## src/hdl/delayed_link_byte_shaper_defines.svh

```systemverilog
// Assertion macros for the link byte shaper.
// Used by the top level only; no other dependencies.
`ifndef DELAYED_LINK_BYTE_SHAPER_DEFINES_SVH
`define DELAYED_LINK_BYTE_SHAPER_DEFINES_SVH
`define DLBS_ASSERT(lbl, clk, rst_n, prop, msg) \
  lbl: assert property (@(posedge clk) disable iff (!rst_n) (prop)) else $error(msg);
`define DLBS_ASSERT_RST(lbl, clk, prop, msg) \
  lbl: assert property (@(posedge clk) (prop)) else $error(msg);
`endif

```

## src/hdl/dlbs_pkg.sv

```systemverilog
// Shared types and constants for the link byte shaper.
// No dependencies.
package dlbs_pkg;
  localparam int QueueDepth = 16;
  localparam int PtrW = $clog2(QueueDepth);
  localparam int CntW = $clog2(QueueDepth + 1);
  localparam logic [47:0] TickGapMs = 48'd10;
  localparam logic [2:0] KIND_ACCEPT = 3'd0;
  localparam logic [2:0] KIND_DROP = 3'd1;
  localparam logic [2:0] KIND_RELEASE = 3'd2;
  localparam logic [2:0] KIND_CLOSED = 3'd3;
  localparam logic [2:0] KIND_DONE = 3'd4;
  localparam logic [1:0] REG_CLOSE = 2'd0;
  localparam logic [1:0] REG_SHAPE = 2'd1;
  localparam logic [1:0] REG_BPM = 2'd2;
  typedef struct packed {
    logic        req_type;
    logic [47:0] now_ms;
    logic        to_server;
    logic [16:0] chunk_len;
  } in_item_t;
  typedef struct packed {
    logic [2:0]  kind;
    logic        release_to_server;
    logic [16:0] release_len;
    logic        last;
  } out_item_t;
endpackage

```

## src/hdl/dlbs_front.sv

```systemverilog
// Front part: accepts items into a two-entry queue for the back part.
// Depends on dlbs_pkg.
module dlbs_front (
  input  logic                clk_i,
  input  logic                rst_ni,
  input  logic                in_valid_i,
  output logic                in_ready_o,
  input  dlbs_pkg::in_item_t  in_data_i,
  output logic                q_valid_o,
  input  logic                q_pop_i,
  output dlbs_pkg::in_item_t  q_data_o
);
  dlbs_pkg::in_item_t mem_q [2];
  logic wr_q, rd_q;
  logic [1:0] cnt_q;
  logic push;
  assign in_ready_o = (cnt_q != 2'd2);
  assign push = in_valid_i && in_ready_o;
  assign q_valid_o = (cnt_q != 2'd0);
  assign q_data_o = mem_q[rd_q];
  always_ff @(posedge clk_i) begin
    if (push) mem_q[wr_q] <= in_data_i;
  end
  always_ff @(posedge clk_i or negedge rst_ni) begin
    if (!rst_ni) begin
      wr_q <= 1'b0;
      rd_q <= 1'b0;
      cnt_q <= 2'd0;
    end else begin
      if (push) wr_q <= ~wr_q;
      if (q_pop_i) rd_q <= ~rd_q;
      cnt_q <= cnt_q + {1'b0, push} - {1'b0, q_pop_i};
    end
  end
endmodule

```

## config.mk

```make
export PLATFORM = sky130hd
export DESIGN_NAME = dlbs_front
export DESIGN_NICKNAME = d
export VERILOG_FILES = /design/src/hdl/delayed_link_byte_shaper_defines.svh /design/src/hdl/dlbs_pkg.sv /design/src/hdl/dlbs_front.sv
export SDC_FILE = /design/constraint.sdc
export NUM_CORES = 1
export LEC_CHECK = 0
export ABC_AREA = 0
export ABC_CLOCK_PERIOD_IN_PS = 4150
export BUFFER_PORTS_ARGS = -buffer_cell sky130_fd_sc_hd__buf_2
export CORE_MARGIN = 2
export CORE_UTILIZATION = 49
export CTS_BUF_LIST = sky130_fd_sc_hd__clkbuf_8
export DETAILED_ROUTE_END_ITERATION = 8
export PLACE_DENSITY_LB_ADDON = 0.12
export SLEW_MARGIN = 20
export SYNTH_ARGS = -nofsm -noshare
export SYNTH_HDL_FRONTEND = slang
export SYNTH_SLANG_ARGS = --single-unit
export TNS_END_PERCENT = 50
```

## constraint.sdc

```tcl
create_clock -name clk_i -period 4.15 [get_ports clk_i]
set_clock_uncertainty 0.1 [all_clocks]
set_input_delay 0.6225 -clock clk_i [delete_from_list [all_inputs] [get_ports clk_i]]
set_output_delay 0.6225 -clock clk_i [all_outputs]
set_load 0.02 [all_outputs]
```

==> results.txt, run 1 <==
----------------------------------------------------
[CTS]
  Buffers from clock root to sink, at most ... 2
  CTS tree ... done
  Setup Fix Bufs, Post-CTS ... 0
  Clock latency on the worst-skew pair ... 0.42 ns
  Number of buffers created by CTS ... 17
  Hold bufs inserted after CTS ... 1
  Clock sink count ... 138
  Clock tree root driver cell ... clkbuf_8
  Count of H-tree levels built during CTS ... 4
  Number of instances resized during post-cts repair ... 0
  Clock edge transition at the registers on the reported setup and hold paths ... 0.08 ns

[Floorplanning]
  Count of standard-cell rows ... 37
  Floorplan die height ... 106 microns
  Placeable core region ... 0.0102 sq mm
  Die footprint ... 0.0113 sq mm
  I/O pin total ... 140
  Effective utilization at floorplan ... 0.501
  Horizontal die dimension ... 106 microns

[Critical path]
  Crit-path slowest cell ... dfrtp_4
  Critical setup path kind ... flop to output port
  Worst EP arrival ... 2.18 ns
  Worst path cell trace ... mux2_2, buf_2
  Number of buffer and inverter stages on the critical path ... 1
  Category of cells accounting for the largest share of critical-path delay ... flip-flops
  Type of element launching the critical path ... flop
  CP Data Required Time ... 3.43 ns
  Longest individual stage delay on the worst path ... 1.11 ns
  CP Capture Type ... output port
  Largest fanout on the critical path ... 68

[GRT]
  Global-route total usage across every layer ... 0.156
  Antenna violations before repair ... 0
  Via count of the first global-routing pass ... 2612
  Leftover overflow at the end of global routing ... 0
  First-pass GRT wire length ... 12800 microns
  Maximum number of pins on one net before global-route repair ... 69

[Layout]
  Proportion of layout cells with a drive suffix above 1 ... 0.619
  Fill cell instance count of the final layout ... 769
  Diodes inserted ... 0
  Commonest non-fill, non-tap cells in the layout ... 139 x buf_2, 134 x edfxtp_1, 47 x mux2_2
  Most common cell after layout, fill and taps aside ... buf_2
  Synthesis-to-finish area growth ... 25.0%
  NumNets Final ... 450

[Logic synthesis]
  Unique masters post-synth ... 18
  Synthesized-area fraction occupied by xor and xnor cells ... 0.00684
  Dominant combinational cell family by area after synthesis ... multiplexers
  Netlist Area Pre-Place ... 0.00512 sq mm
  Syn nets ... 298
  Adder-cell share of the synthesized area ... 0.00244
  Syn Area/Cell ... 22.7 sq um
  Basic-gate share of the synthesized area counting and, or, nand and nor cells ... 0.00660
  Portion of netlist area occupied by mux cells ... 0.162
  Compound-cell area share of the yosys netlist ... 0.00293
  Synth Instances ... 226
  Synth Register Bits ... 138
  Warnings, synthesis ... 0
  Sequential area share after synthesis ... 0.805

[Detailed routing]
  Routed via count ... 2552
  DR pass1 iterations ... 4
  Final routed wirelength across all metal layers ... 8510 microns
  Remaining antenna violation count after routing ... 0
  Detail-routed via count per cell ... 4.84
  Number of design rule violations left after detail routing ... 0
  DRC marker count from the first detailed-route iteration ... 102
  DR WL/cell ... 16.2 microns

[Flow run]
  Max Cap Violations ... 0

[Timing]
  Worst setup slack after layout ... 1.24 ns
  Worst slew pin tran ... 1.03 ns
  Setup TNS ... 0 ns
  Setup violations, final ... 0
  Final critical-path required period ... 2.91 ns
  Final Hold Fails ... 0
  Final worst-path cycle share ... 0.700
  Max transition margin ... 0.310
  Fin. max-slew vios ... 0
  Unrepaired setup endpoints after global routing ... false
  Fmax ... 344 MHz

[Power and ir drop]
  Power density relative to cell area ... 735 mW/mm^2
  Leakage power figure ... 0.00246 uW
  Largest voltage drop on the vdd net ... 0.000632 V
  Power consumption ... 4710 uW

[Place]
  HPWL after DPL ... 5300 microns
  RePlAce Congestion ... 0.715
  Placement Setup Slack ... 1.69 ns
  Number of buffer cells added on primary ports ... 139

[Run status]
  Status ... complete, no violations

[Hold path]
  Worst hold path class ... input port to flop

----------------------------------------------------
[power breakdown]
group          switching (uW)  internal [uW]
clock                     476            682
combinational             783            637
sequential                220           1910
[metal layers]
| metal | wire, microns | global-route usage | vias up |
|---|---|---|---|
| li1 | - | - | 1206 |
| met1 | 3520 | 0.182 | 1237 |
| met5 | 0 | 0 | - |
| met3 | 732 | 0.0785 | 10 |
| met2 | 4170 | 0.250 | 99 |
| met4 | 92 | 0.0564 | 0 |
[cell usage after synthesis, drive strengths merged]
cell type	n	area share
buf	8	0.014
xor2	1	0.0017
xnor2	3	0.0051
nand2b	1	0.0012
nor2	1	0.00073
or2	1	0.0012
ha	1	0.0024
mux2	67	0.16
nor3b	1	0.0015
edfxtp	134	0.79
and3	1	0.0012
dfrtp	4	0.020
a21oi	1	0.00098
a21bo	1	0.0020
nand2	1	0.00073
[worst reg2reg max path, cell delays in order, from the launching register on]
cell and delay, ns:
dfrtp_1 0.39, nand2b_1 0.17, nand2_1 0.16, nor2_4 0.65, buf_12 0.35
[cells by family after synthesis]
logic type / after synthesis
xor+xnor: 4
compound gates: 2
buf+inv: 8
fa+ha+maj: 1
flops: 138
mux: 67
simple gates: 6
[state kept, by name, summed over array words and instances (netlist names)]
register	flops
cnt_q	2
mem_q	134
rd_q	1
wr_q	1
[path summary, 6_finish.rpt]
path	start	end	slack (ns)	depth (start not counted)
max in group asynchronous	rst_ni	rd_q	3.38	2
worst max-delay path	rd_q	q_data_o[1]	1.24	2
worst min-delay path	in_data_i[32]	mem_q[0][32]	0.28	1
min in group asynchronous	rst_ni	rd_q	0.43	2
worst min register to register	cnt_q[0]	cnt_q[0]	0.46	1
worst max register to register	cnt_q[0]	mem_q[0][21]	2.01	4
[through the flow]
step,util,hold slack (ns),cells,cell area (sq um)
global placement,0.582,0.331,494,5950
detailed placement,0.582,0.336,494,5950
finish,0.626,0.279,527,6400
CTS,0.626,0.253,527,6400
global route,0.626,0.245,527,6400
floorplan,-,0.227,226,5120
[area by class of cell]
class | instances | area [sq um] | area share
flip-flops and latches | 138 | 4130 | 0.645
multi-input cells | 80 | 938 | 0.147
repair buffers | 141 | 726 | 0.113
clock buffers | 19 | 262 | 0.0409
clock inverters | 13 | 178 | 0.0278
well taps | 136 | 170 | 0.0266
Power figures use the tool's default switching activity.
==> run 2, diff against run 1 <==
--- a/config.mk
+++ b/config.mk
@@ -5,11 +5,11 @@
 export SDC_FILE = /design/constraint.sdc
 export NUM_CORES = 1
 export LEC_CHECK = 0
-export ABC_AREA = 0
-export ABC_CLOCK_PERIOD_IN_PS = 4150
+export ABC_AREA = 1
+export ABC_CLOCK_PERIOD_IN_PS = 2750
 export BUFFER_PORTS_ARGS = -buffer_cell sky130_fd_sc_hd__buf_2
 export CORE_MARGIN = 2
-export CORE_UTILIZATION = 49
+export CORE_UTILIZATION = 54
 export CTS_BUF_LIST = sky130_fd_sc_hd__clkbuf_8
 export DETAILED_ROUTE_END_ITERATION = 8
 export PLACE_DENSITY_LB_ADDON = 0.12
==> constraint.sdc (replaced) <==
create_clock -name clk_i -period 2.75 [get_ports clk_i]
set_clock_uncertainty 0.1 [all_clocks]
set_input_delay 0.4125 -clock clk_i [delete_from_list [all_inputs] [get_ports clk_i]]
set_output_delay 0.4125 -clock clk_i [all_outputs]
set_load 0.02 [all_outputs]
==> run 2 against run 1 <==
  * Synthesized cell count is 4.4% higher
  * Die area down 8.8%
  * Cell area shrank 0.84%
  * Total power is 44% higher
  * Routed wire length is 0.36% lower
  * Non-clock buffer count rose by 4
  * Sequential power grew 44%
==> results.txt, run 2 <==
----------------------------------------------------
[CTS]
  Hold bufs inserted after CTS ... 1 (unchanged)
  Clock latency on the worst-skew pair ... 0.41 ns (about the same)
  Count of H-tree levels built during CTS ... 4 (unchanged)
  Clock sink count ... 138 (unchanged)
  Clock edge transition at the registers on the reported setup and hold paths ... 0.08 ns (about the same)
  Buffers from clock root to sink, at most ... 2 (unchanged)
  Clock tree root driver cell ... clkbuf_8
  Number of buffers created by CTS ... 17 (unchanged)
  Number of instances resized during post-cts repair ... 0 (unchanged)
  CTS tree ... done
  Setup Fix Bufs, Post-CTS ... 0 (unchanged)

[Logic synthesis]
  Top cell types by occurrence after synthesis ... 134 x edfxtp_1, 47 x mux2_2, 20 x mux2_4, 10 x nand2_1, 5 x inv_1
  Warnings, synthesis ... 0 (unchanged)
  Netlist Area Pre-Place ... 0.00513 sq mm (+0.20%)
  Cell type with the largest total area after synthesis ... edfxtp_1
  Fraction of synthesized cell area taken by the top area cell type ... 0.784 (-0.00153)
  Compound-cell area share of the yosys netlist ... 0.000975 (-0.00196)
  Syn nets ... 308 (+3.4%)
  Library cell with the highest instance count after synthesis ... edfxtp_1
  Syn Area/Cell ... 21.7 sq um (-4.1%)
  Portion of netlist area occupied by mux cells ... 0.162 (-0.000316)
  Unique masters post-synth ... 15 (-3)
  Cell types with the largest area share after synthesis ... edfxtp_1 78%, mux2_2 10%, mux2_4 5.9%
  Fraction of registers with async set or reset after synthesis ... 0.0290 (unchanged)
  Post-synth top flop ... edfxtp_1
  Dominant combinational cell family by area after synthesis ... multiplexers
  Synth Register Bits ... 138 (unchanged)
  Adder-cell share of the synthesized area ... 0.00244 (-0.00000476)
  Synth Instances ... 236 (+4.4%)
  Post-synth EDFFs ... 134 (unchanged)
  Synthesized-area fraction occupied by xor and xnor cells ... 0.00171 (-0.00513)
  Basic-gate share of the synthesized area counting and, or, nand and nor cells ... 0.0119 (+0.00535)
  Sequential area share after synthesis ... 0.804 (-0.00157)

[Timing]
  Final worst-path cycle share ... 0.891
  Worst slew pin tran ... 0.664 ns (-0.371 ns)
  Final critical-path required period ... 2.45 ns
  Setup violations, final ... 0 (unchanged)
  Hold Slack ... 0.0764 ns (-0.202 ns)
  Worst setup slack after layout ... 0.300 ns (-0.944 ns)
  Max transition margin ... 0.558 (+0.248)
  Final Hold Fails ... 0 (unchanged)
  Unrepaired setup endpoints after global routing ... false
  Setup TNS ... 0 ns (unchanged)
  Fin. max-slew vios ... 0 (unchanged)
  Fmax ... 408 MHz

[Detailed routing]
  Final routed wirelength across all metal layers ... 8480 microns (-0.36%)
  Remaining antenna violation count after routing ... 0 (unchanged)
  Post-route met1 wirelength ... 3410 microns (-3.1%)
  DR WL/cell ... 15.9 microns (-1.7%)
  Total length of routed met2 wires ... 4500 microns (+8.0%)
  Highest routed metal layer ... met4
  DRC marker count from the first detailed-route iteration ... 97 (-4.9%)
  DR pass1 iterations ... 4 (unchanged)
  Routed via count ... 2620 (+2.7%)
  Number of design rule violations left after detail routing ... 0 (unchanged)
  Detail-routed via count per cell ... 4.91 (+1.3%)
  DR WL met3 ... 535 microns (-27%)

[Critical path]
  Launch point of the worst reg-to-reg path ... cnt_q[1]
  Critical setup path kind ... flop to output port
  Type of element launching the critical path ... flop
  Worst Reg2Reg Path Length in Cells ... 4 (unchanged)
  R2R Path End ... mem_q[0][20]
  Largest fanout on the critical path ... 26 (-62%)
  CP Capture Type ... output port
  CP Data Required Time ... 2.24 ns (-1.19 ns)
  Worst EP arrival ... 1.94 ns (-0.24 ns)
  R2r setup slk ... 0.80 ns (-1.21 ns)

[Layout]
  Register bank with the most flops ... mem_q
  Final core utilization ... 0.687 (+0.0613)
  Proportion of layout cells with a drive suffix above 1 ... 0.600 (-0.0189)
  Synthesis-to-finish area growth ... 23.7%
  Flip-flop count of the largest register, all copies and words added ... 134 (unchanged)
  Commonest non-fill, non-tap cells in the layout ... 139 x buf_2, 134 x edfxtp_1, 47 x mux2_2
  Fill cell instance count of the final layout ... 655 (-15%)
  Non-filler cells, final ... 534 (+1.3%)
  Diodes inserted ... 0 (unchanged)
  Biggest registers after layout ... mem_q (134), cnt_q (2)
  NumNets Final ... 464 (+3.1%)
  Most common cell after layout, fill and taps aside ... buf_2

[Place]
  HPWL after DPL ... 5560 microns (+4.8%)
  Placement Setup Slack ... 0.731 ns (-0.958 ns)
  Number of buffer cells added on primary ports ... 139 (unchanged)
  RePlAce Congestion ... 0.736 (+2.9%)
  Placed Instances ... 501 (+1.4%)

[GRT]
  First-pass GRT wire length ... 12700 microns (-0.27%)
  Via count of the first global-routing pass ... 2665 (+2.0%)
  Antenna violations before repair ... 0 (unchanged)
  Leftover overflow at the end of global routing ... 0 (unchanged)
  Maximum number of pins on one net before global-route repair ... 69 (unchanged)
  Global-route total usage across every layer ... 0.171 (+0.0144)

[Power and ir drop]
  Internal power of the cells ... 4470 uW (+39%)
  Leakage power figure ... 0.00247 uW (+0.24%)
  Power density relative to cell area ... 1060 mW/mm^2 (+45%)
  Clock group share of total power ... 0.202 (-0.044)
  Switching part of the total power ... 0.339 (+0.0245)
  Largest voltage drop on the vdd net ... 0.000596 V (-5.8%)
  Reg power frac ... 0.453 (about the same)
  Logic pwr share ... 0.345 (+0.043)
  NetSw ... 2290 uW (+55%)

[Floorplanning]
  Horizontal die dimension ... 101 microns (-4.5%)
  I/O pin total ... 140 (unchanged)
  Floorplan die height ... 101 microns (-4.5%)
  Effective utilization at floorplan ... 0.555 (+0.0548)
  Count of standard-cell rows ... 35 (-5.4%)
  Die footprint ... 0.0103 sq mm (-8.8%)
  Placeable core region ... 0.00924 sq mm (-9.7%)

[Hold path]
  Worst hold path class ... input port to flop
  Cell depth of the worst min-delay path ... 1 (unchanged)
  Worst Hold Launch ... in_data_i[62]
  Worst hold path endpoint ... mem_q[1][62]

[Run status]
  Status ... complete, no violations

[Flow run]
  Max Cap Violations ... 0 (unchanged)

----------------------------------------------------
-- run 2: cell types whose count changed after synthesis, moves of 2 or more --
| cell | change |
|---|---|
| nand2_1 | +9 |
| inv_1 | +5 |
| xnor2_1 | -3 |
| nor2_1 | +2 |
-- run 2: kinds of logic (layout without fill, tap and decap cells) --
| kind of cell | Yosys count | after routing |
|---|---|---|
| adder cells (fa/ha/maj) | 1 | 1 |
| AND/OR/NAND/NOR | 15 | 15 |
| buffers and inverters | 13 | 182 |
| AO/OA/AOI/OAI | 1 | 1 |
| XOR/XNOR | 1 | 1 |
| multiplexers | 67 | 67 |
| flip-flops | 138 | 138 |
-- run 2: layer usage --
layer  track usage  vias up
met5             0        -
met1         0.192     1287
met4        0.0593        0
met2         0.296       97
met3        0.0683        2
li1              -     1234
-- run 2: cell type report --
| cell class | instances | area [sq um] | share of cell area |
|---|---|---|---|
| Clock buffer | 17 | 234 | 0.0369 |
| Multi-Input combinational cell | 85 | 932 | 0.147 |
| Timing Repair Buffer | 145 | 768 | 0.121 |
| Clock inverter | 15 | 105 | 0.0166 |
| Tap cell | 129 | 161 | 0.0254 |
| Sequential cell | 138 | 4130 | 0.650 |
| Inverter | 5 | 18.8 | 0.00296 |
-- run 2: worst max path at each step --
stage                              end  depth (start not counted)  slack, ns  startpoint
final                     q_data_o[29]                          3       0.30        rd_q
after global routing       q_data_o[8]                          3       0.19        rd_q
after CTS                 q_data_o[11]                          3       0.25        rd_q
after detailed placement  q_data_o[11]                          3       0.73        rd_q
after global placement     q_data_o[5]                          3       0.74        rd_q
after floorplan            mem_q[1][0]                          3      -0.31    cnt_q[1]
-- run 2: critical path: stages, from the launching register on --
cell,delay [ns]
dfrtp_4,0.67
buf_4,0.31
mux2_2,0.37
buf_2,0.16
-- run 2: per-stage QoR --
stage	total power, uW	instance area (sq um)
6_report	6760	6350
3_5_place_dp	5470	6000
4_1_cts	6850	6350
3_3_place_gp	5430	6000
2_1_floorplan	4780	5140
5_1_grt	7100	6350
-- run 2: power groups by stage --
stage               combinational [uW]  clock, uW  sequential (uW)
global placement                  2350          0             3090
global route                      2500       1500             3110
CTS                               2370       1410             3070
detailed placement                2360          0             3110
floorplan                         1770          0             3010
finish                            2330       1370             3060
